--- config.mk ---
export PLATFORM = sky130hd
export DESIGN_NAME = gs_seq
export DESIGN_NICKNAME = d
export VERILOG_FILES = /design/src/hdl/gs_pkg.sv /design/src/hdl/gs_seq.sv
export SDC_FILE = /design/constraint.sdc
export NUM_CORES = 1
export LEC_CHECK = 0
export BUFFER_PORTS_ARGS = -buffer_cell sky130_fd_sc_hd__buf_2
export CORE_AREA = 2 2 39 41
export DETAILED_ROUTE_END_ITERATION = 16
export DIE_AREA = 0 0 41 43
export MAX_ROUTING_LAYER = met4
export PLACE_DENSITY_LB_ADDON = 0.08
export SETUP_SLACK_MARGIN = 0.1
export SYNTH_ARGS = -nofsm -noshare
export SYNTH_HDL_FRONTEND = slang
export SYNTH_SLANG_ARGS = --single-unit
--- constraint.sdc ---
create_clock -name clk -period 1.5 [get_ports clk]
set_input_delay 0.3 -clock clk [delete_from_list [all_inputs] [get_ports clk]]
set_output_delay 0.3 -clock clk [all_outputs]
set_load 0.05 [all_outputs]
--- src/hdl/gs_pkg.sv ---
// Shared types and constants for the adjacency-matrix graph store.
// Depends on nothing; used by gs_seq and adjacency_matrix_graph_store.
package gs_pkg;

	// default node capacity
	localparam int GS_MAX_NODES = 64;

	// item opcodes; codes above OP_QUERY_EDGE are unknown and change nothing
	typedef enum logic [2:0] {
		OP_ADD_NODE  = 3'd0,
		OP_DEL_NODE  = 3'd1,
		OP_ADD_EDGE  = 3'd2,
		OP_DEL_EDGE  = 3'd3,
		OP_QUERY_EDGE = 3'd4
	} opcode_t;

	// result status codes
	typedef enum logic [1:0] {
		ST_DONE     = 2'd0,
		ST_FULL     = 2'd1,
		ST_ABSENT   = 2'd2,
		ST_NOCHANGE = 2'd3
	} status_t;

	// sequencer states
	typedef enum logic [2:0] {
		S_IDLE,
		S_CHECK,
		S_EDGE,
		S_DEL_LOAD,
		S_WALK
	} state_t;

	// datapath action for the current cycle
	typedef enum logic [3:0] {
		ACT_NONE,
		ACT_CAPTURE,
		ACT_ADD,
		ACT_FULL,
		ACT_ABSENT,
		ACT_UNKNOWN,
		ACT_EDGE_RD,
		ACT_EDGE_EX,
		ACT_DEL_RD,
		ACT_DEL_LOAD,
		ACT_WALK
	} act_t;

	// sequencer to datapath
	typedef struct packed {
		act_t act;
		logic busy;
	} ctrl_t;

	// datapath to sequencer
	typedef struct packed {
		logic [2:0] op;
		logic       full;
		logic       a_ok;
		logic       b_ok;
		logic       walk_last;
	} stat_t;

endpackage

--- src/hdl/gs_seq.sv ---
// Sequencer for the graph store: steps one item through check, row access and
// the delete walk. Depends on gs_pkg.
module gs_seq import gs_pkg::*; (
	input  logic  clk,
	input  logic  arst_n,
	input  logic  start,
	input  stat_t stat,
	output ctrl_t ctrl
);

	state_t state_q, state_d;

	// state register
	always_ff @(posedge clk or negedge arst_n) begin
		if (!arst_n) begin
			state_q <= S_IDLE;
		end else begin
			state_q <= state_d;
		end
	end

	// next state
	always_comb begin
		state_d = state_q;
		unique case (state_q)
			S_IDLE: begin
				if (start) state_d = S_CHECK;
			end
			S_CHECK: begin
				unique case (stat.op)
					OP_DEL_NODE: state_d = stat.a_ok ? S_DEL_LOAD : S_IDLE;
					OP_ADD_EDGE, OP_DEL_EDGE, OP_QUERY_EDGE: begin
						state_d = (stat.a_ok && stat.b_ok) ? S_EDGE : S_IDLE;
					end
					default: state_d = S_IDLE;
				endcase
			end
			S_EDGE:     state_d = S_IDLE;
			S_DEL_LOAD: state_d = S_WALK;
			S_WALK: begin
				if (stat.walk_last) state_d = S_IDLE;
			end
			default: state_d = S_IDLE;
		endcase
	end

	// outputs
	always_comb begin
		ctrl.busy = 1'b1;
		ctrl.act  = ACT_NONE;
		unique case (state_q)
			S_IDLE: begin
				ctrl.busy = 1'b0;
				ctrl.act  = start ? ACT_CAPTURE : ACT_NONE;
			end
			S_CHECK: begin
				unique case (stat.op)
					OP_ADD_NODE: ctrl.act = stat.full ? ACT_FULL : ACT_ADD;
					OP_DEL_NODE: ctrl.act = stat.a_ok ? ACT_DEL_RD : ACT_ABSENT;
					OP_ADD_EDGE, OP_DEL_EDGE, OP_QUERY_EDGE: begin
						ctrl.act = (stat.a_ok && stat.b_ok) ? ACT_EDGE_RD : ACT_ABSENT;
					end
					default: ctrl.act = ACT_UNKNOWN;
				endcase
			end
			S_EDGE:     ctrl.act = ACT_EDGE_EX;
			S_DEL_LOAD: ctrl.act = ACT_DEL_LOAD;
			S_WALK:     ctrl.act = ACT_WALK;
			default:    ctrl.act = ACT_NONE;
		endcase
	end

endmodule

Yosys cells after proc, flatten, opt, wreduce, memory -nomap -nowiden
Cells that the tools add are included.
Operators by class
  equal/unequal tests: 10
  muxes and demuxes: 13
  reductions and logical operators: 5
Operators with widths (count)
  4-bit case mux with 5 select lines: 1
  3-bit by 2-bit equality test with 1-bit output (second input constant): 4
  3-bit case mux with 4 select lines: 1
  4-bit case mux with 3 select lines: 1
  3-bit by 1-bit equality test with 1-bit output (second input constant): 2
  3-bit equality test (second input constant): 2
  3-bit zero test: 2
  2-bit 2-to-1 mux: 3
  3-bit 2-to-1 mux: 2
  4-bit 2-to-1 mux: 1
  2-bit != test (second input constant): 2
  2-bit case mux with 2 select lines: 1
  1-bit 2-to-1 mux: 3
  3-bit OR reduction: 1
  2-bit AND reduction: 1
  1-bit logical AND: 1
Word-level totals
  register bits after elaboration: 3
  output and inout bits: 5
  logic and storage cells: 29

Logic depth before layout (Yosys ltp)
  depth after elaboration: 4
  gate-level depth with buffers: 4
  depth with buffers taken out: 3

Worst setup path after synthesis
No wires, ideal clock.
  kind: input-to-output
  start: input port stat[5] in the netlist's numbering
  end: output port ctrl[4] in the netlist's numbering
  data arrival time: 1.764 ns
  slack: -0.564 ns
  cell stages on the path: 4
  buffers on the path: 1
  cell sequence: buf_2 > nor2_1 > a31oi_1 > o21ai_0
RTL lines
  from (decl): RTL line gs_seq.sv:7  | input stat_t stat,
  to (decl): RTL line gs_seq.sv:8  | output ctrl_t ctrl

==> results.txt <==
The remaining design rule violation count is 0. The cell area after placement came out at 470 um^2. The final setup violation count is 4.

TritonCTS built the clock tree. The post-layout worst setup margin came out at -0.149 ns. In this run the worst path has a maximum fanout of 6.

The initial antenna violation count came out at 0. The sum of overflow across all layers after global routing came out at 0. The overall global routing resource usage came out at 0.131. The count of warnings emitted by yosys came out at 0. Of the total synthesized cell area, the portion taken by full adders, half adders and majority gates is 0. The total clock buffers created by CTS is 3. The power density normalized to cell area is between 800 and 900 nW/um^2. The depth of the CTS H-tree is 1.

The vertical die dimension came out at between 40 and 50 um. The final count of hold timing violations came out at 0. The die boundary width came out at 41 um. The first global-routing pass estimated 1.51 mm of wire. The number of clock sinks seen by CTS is 3. The count of standard-cell rows came out at 14.

The number of global-route vias before repair came out at just under 400. On the worst path, the slowest cell contributes a delay of around 0.42 ns. The power share of the clock group came out at 0.288. The final cell count without fillers came out at 84. The post-synthesis cell type count came out at 25. Across the run, the number of max-cap violations was 0. Counting flops and latches in the post-synthesis netlist gives 3. The internal power is around 300 uW. The CTS clock-pin slew for the worst setup and hold paths is approximately 0.030 ns. The final period demand of the worst path is ~1.6 ns.

The number of nets with antenna violations after detailed routing came out at 0. The checks that failed: setup timing. The synthesized netlist net count is slightly above 50.

Traced cell by cell, the critical path runs through or3_1 > o211ai_1 > buf_4. The starting density of the core came out at 0.226. Summed over all nets, the switching power comes to roughly 190 uW.

The proportion of total power due to net switching came out at 0.386. The total inserted antenna cells came out at 0. The max-slew headroom at the worst pin is 0.738. The kind of end point of the critical path is an output port.

The final period utilization came out at 1.10. Setup repair after global routing could not meet its margin everywhere. The combinational family with the most area after synthesis is simple AND/OR/NAND/NOR gates. The routed wire length per instance came out at 11.3 um. The part of the total power dissipated in combinational logic came out at 0.508. The highest attainable clock frequency is 606 MHz. The core utilization of the finished layout came out at 0.430. The number of top-level pins came out at 15.

Among all stages on the critical path, the largest delay is contributed by sky130_fd_sc_hd__dfrtp_1. After technology mapping, the gate count stands at between 40 and 50. The first-iteration detailed-routing DRC count is 4. In the final layout, the multi-input gates occupy roughly 270 um^2. The flow ran to the end, but the final reports show violations.

The detailed-route vias per instance is about 4.6. More flip-flops sit in one register than any other, and that register is state_q. The total length of routed wires is 949 um. The synthesized-area fraction occupied by and/or/nand/nor cells is 0.376. The core area is roughly 1400 um^2. The post-synthesis instance area came out at approximately 310 um^2. The maximum number of pins on one net before global-route repair came out at 10. The final setup skew came out at about 0.0021 ns. The HPWL after detailed placement is 684 um. The pre-CTS setup slack came out at -0.0723 ns. In the final layout, the registers with the most flip-flops are state_q x3. The number of cells in the design after placement came out at 76.

The slew at the pin closest to its max-slew limit is between 0.3 and 0.4 ns. The share of synthesized area spent on multiplexers is 0.0320. The fraction of final layout cells with drive strength greater than 1 came out at 0.632. The critical path is of the reg -> out type.

The die covers 1760 um^2. The area taken by flip-flops and latches came out at slightly below 80 um^2. The number of flip-flops under the largest register name came out at 3. The number of port buffers is 14. The analysis attributes to cell leakage a power of 0.000261 uW. The final layout contains 79 nets.

The sequential share of power is 0.205. The worst setup path is launched from a flip-flop. The final instance area came out at 596 um^2.

The pre-antenna-repair detailed-routing pass consisted of 4 iterations. The clock tree buffer depth came out at 2. The clock reaches the later pin of the worst-skew pair after around 0.23 ns. The via total after detailed routing came out at between 300 and 400. The area added between synthesis and finish came out at 90.4%. The data required time at the worst endpoint is approximately 1.2 ns. Clock tree synthesis selected as its root buffer the cell sky130_fd_sc_hd__clkbuf_4. The area share of xor/xnor cells in the synthesized design is 0. The routability congestion estimate is around 0.7.

The average cell area after synthesis is about 7.6 um^2. In this run the worst hold path is classified as in -> reg. The synthesized-area fraction occupied by ao, oa, aoi and oai cells came out at 0.276. STA puts the critical path data arrival time at ~1.4 ns. The final number of max-transition violations is 0. The largest voltage drop on the vdd net is between 0.0002 and 0.0003 V. The number of filler instances in the final layout came out at 151. Of the synthesized area, sequential elements account for 0.240.
power by group through the flow:
stage	Combinational [uW]	Clock (uW)	Sequential, uW
2_1_floorplan	146	0	92.5
3_3_place_gp	195	0	97.5
3_5_place_dp	196	0	97.7
4_1_cts	228	144	97.8
5_1_grt	262	158	99.3
6_report	244	138	98.4
worst paths after layout:
path                            startpoint          to  slack (ns)  depth (start not counted)
min in group asynchronous           arst_n  state_q[0]        0.39                          2
worst max-delay path            state_q[2]     ctrl[2]       -0.15                          3
worst max register to register  state_q[1]  state_q[1]        0.22                          6
worst min register to register  state_q[1]  state_q[0]        0.65                          2
worst min-delay path               stat[0]  state_q[2]        0.27                          2
max in group asynchronous           arst_n  state_q[1]        0.99                          2
cell type report:
type | count | area share
Clock buffer | 4 | 0.0441
Inverter | 1 | 0.00630
Timing Repair Buffer | 27 | 0.338
Multi-Input combinational cell | 33 | 0.447
Tap cell | 16 | 0.0336
Sequential cell | 3 | 0.130
cell usage after synthesis:
cell type                   n  share of area
sky130_fd_sc_hd__and3b_1    1          0.028
sky130_fd_sc_hd__inv_2      1          0.012
sky130_fd_sc_hd__mux2i_1    1          0.032
sky130_fd_sc_hd__nor2b_1    3          0.060
sky130_fd_sc_hd__o21a_1     1          0.024
sky130_fd_sc_hd__dfrtp_1    3           0.24
sky130_fd_sc_hd__o311ai_0   1          0.028
sky130_fd_sc_hd__nand2_1    3          0.036
sky130_fd_sc_hd__or2b_1     1          0.024
sky130_fd_sc_hd__o211ai_1   1          0.024
sky130_fd_sc_hd__a21oi_1    2          0.032
sky130_fd_sc_hd__buf_2      3          0.048
sky130_fd_sc_hd__or3_2      1          0.024
sky130_fd_sc_hd__o21ai_1    1          0.016
sky130_fd_sc_hd__a31oi_1    2          0.040
sky130_fd_sc_hd__a41oi_1    1          0.028
sky130_fd_sc_hd__nor3_1     3          0.048
sky130_fd_sc_hd__nand2b_1   2          0.040
sky130_fd_sc_hd__nor4b_2    1          0.048
sky130_fd_sc_hd__o22ai_1    1          0.020
sky130_fd_sc_hd__a2111oi_2  1          0.048
sky130_fd_sc_hd__clkbuf_2   1          0.016
sky130_fd_sc_hd__or3_1      1          0.020
sky130_fd_sc_hd__nor2_1     4          0.048
sky130_fd_sc_hd__o21ai_0    1          0.016
worst max-delay path, delay by kind of cell, from the launching register on:
kind | cells | cell delay, ns
DFF | 1 | 0.42
buffers and inverters | 1 | 0.22
AOI/OAI and AO/OA | 1 | 0.09
and+or+nand+nor | 1 | 0.39
stage by stage:
step	setup TNS (ns)	hold WS (ns)	total power (uW)
after CTS	-0.459	0.263	470
after detailed placement	-0.163	0.0968	294
after floorplan	-0.440	0.00441	238
after global placement	-0.119	0.0937	292
final	-0.524	0.271	481
after global routing	-0.794	0.264	519
cell families after synthesis:
family,count (synthesis)
AND/OR/NAND/NOR,20
AO/OA/AOI/OAI,12
flip-flops,3
multiplexers,1
buffers and inverters,5
cell usage in the layout (no fill, tap or decap):
cell                             n
sky130_fd_sc_hd__or2b_1          1
sky130_fd_sc_hd__clkbuf_1        1
sky130_fd_sc_hd__and3b_1         1
sky130_fd_sc_hd__inv_2           1
sky130_fd_sc_hd__clkbuf_4        3
sky130_fd_sc_hd__dfrtp_2         2
sky130_fd_sc_hd__o311ai_0        1
sky130_fd_sc_hd__nor2_2          1
sky130_fd_sc_hd__nor3_1          2
sky130_fd_sc_hd__or3_2           1
sky130_fd_sc_hd__nor2b_1         2
sky130_fd_sc_hd__buf_2           9
sky130_fd_sc_hd__a21oi_4         1
sky130_fd_sc_hd__nor3_2          1
sky130_fd_sc_hd__buf_4          12
sky130_fd_sc_hd__or3_1           1
sky130_fd_sc_hd__dfrtp_1         1
sky130_fd_sc_hd__o22ai_1         1
sky130_fd_sc_hd__a21oi_2         1
sky130_fd_sc_hd__a41oi_1         1
sky130_fd_sc_hd__o21ai_2         2
sky130_fd_sc_hd__a31oi_1         1
sky130_fd_sc_hd__nor4b_2         1
sky130_fd_sc_hd__nand2_1         3
sky130_fd_sc_hd__o211ai_1        1
sky130_fd_sc_hd__nor2b_4         1
sky130_fd_sc_hd__dlygate4sd3_1   1
sky130_fd_sc_hd__buf_6           5
sky130_fd_sc_hd__nand2b_1        2
sky130_fd_sc_hd__o21a_1          1
sky130_fd_sc_hd__a2111oi_2       1
sky130_fd_sc_hd__a31oi_4         1
sky130_fd_sc_hd__nor2_1          3
sky130_fd_sc_hd__mux2i_1         1
repair_timing:
item	in CTS	in global routing
endpoints found under the hold margin	3	0
pin swaps	3	1
setup buffers	2	1
resized for setup	13	6
setup endpoints to repair	5	5
hold buffers	1	0
layer usage:
layer / vias up / track usage / wire length (um)
met5: - / - / 0
met4: 0 / 0.100 / 0
met3: 0 / 0.0157 / 67
met2: 14 / 0.188 / 502
met1: 173 / 0.158 / 379
li1: 203 / - / -
Power figures use the tool's default switching activity.
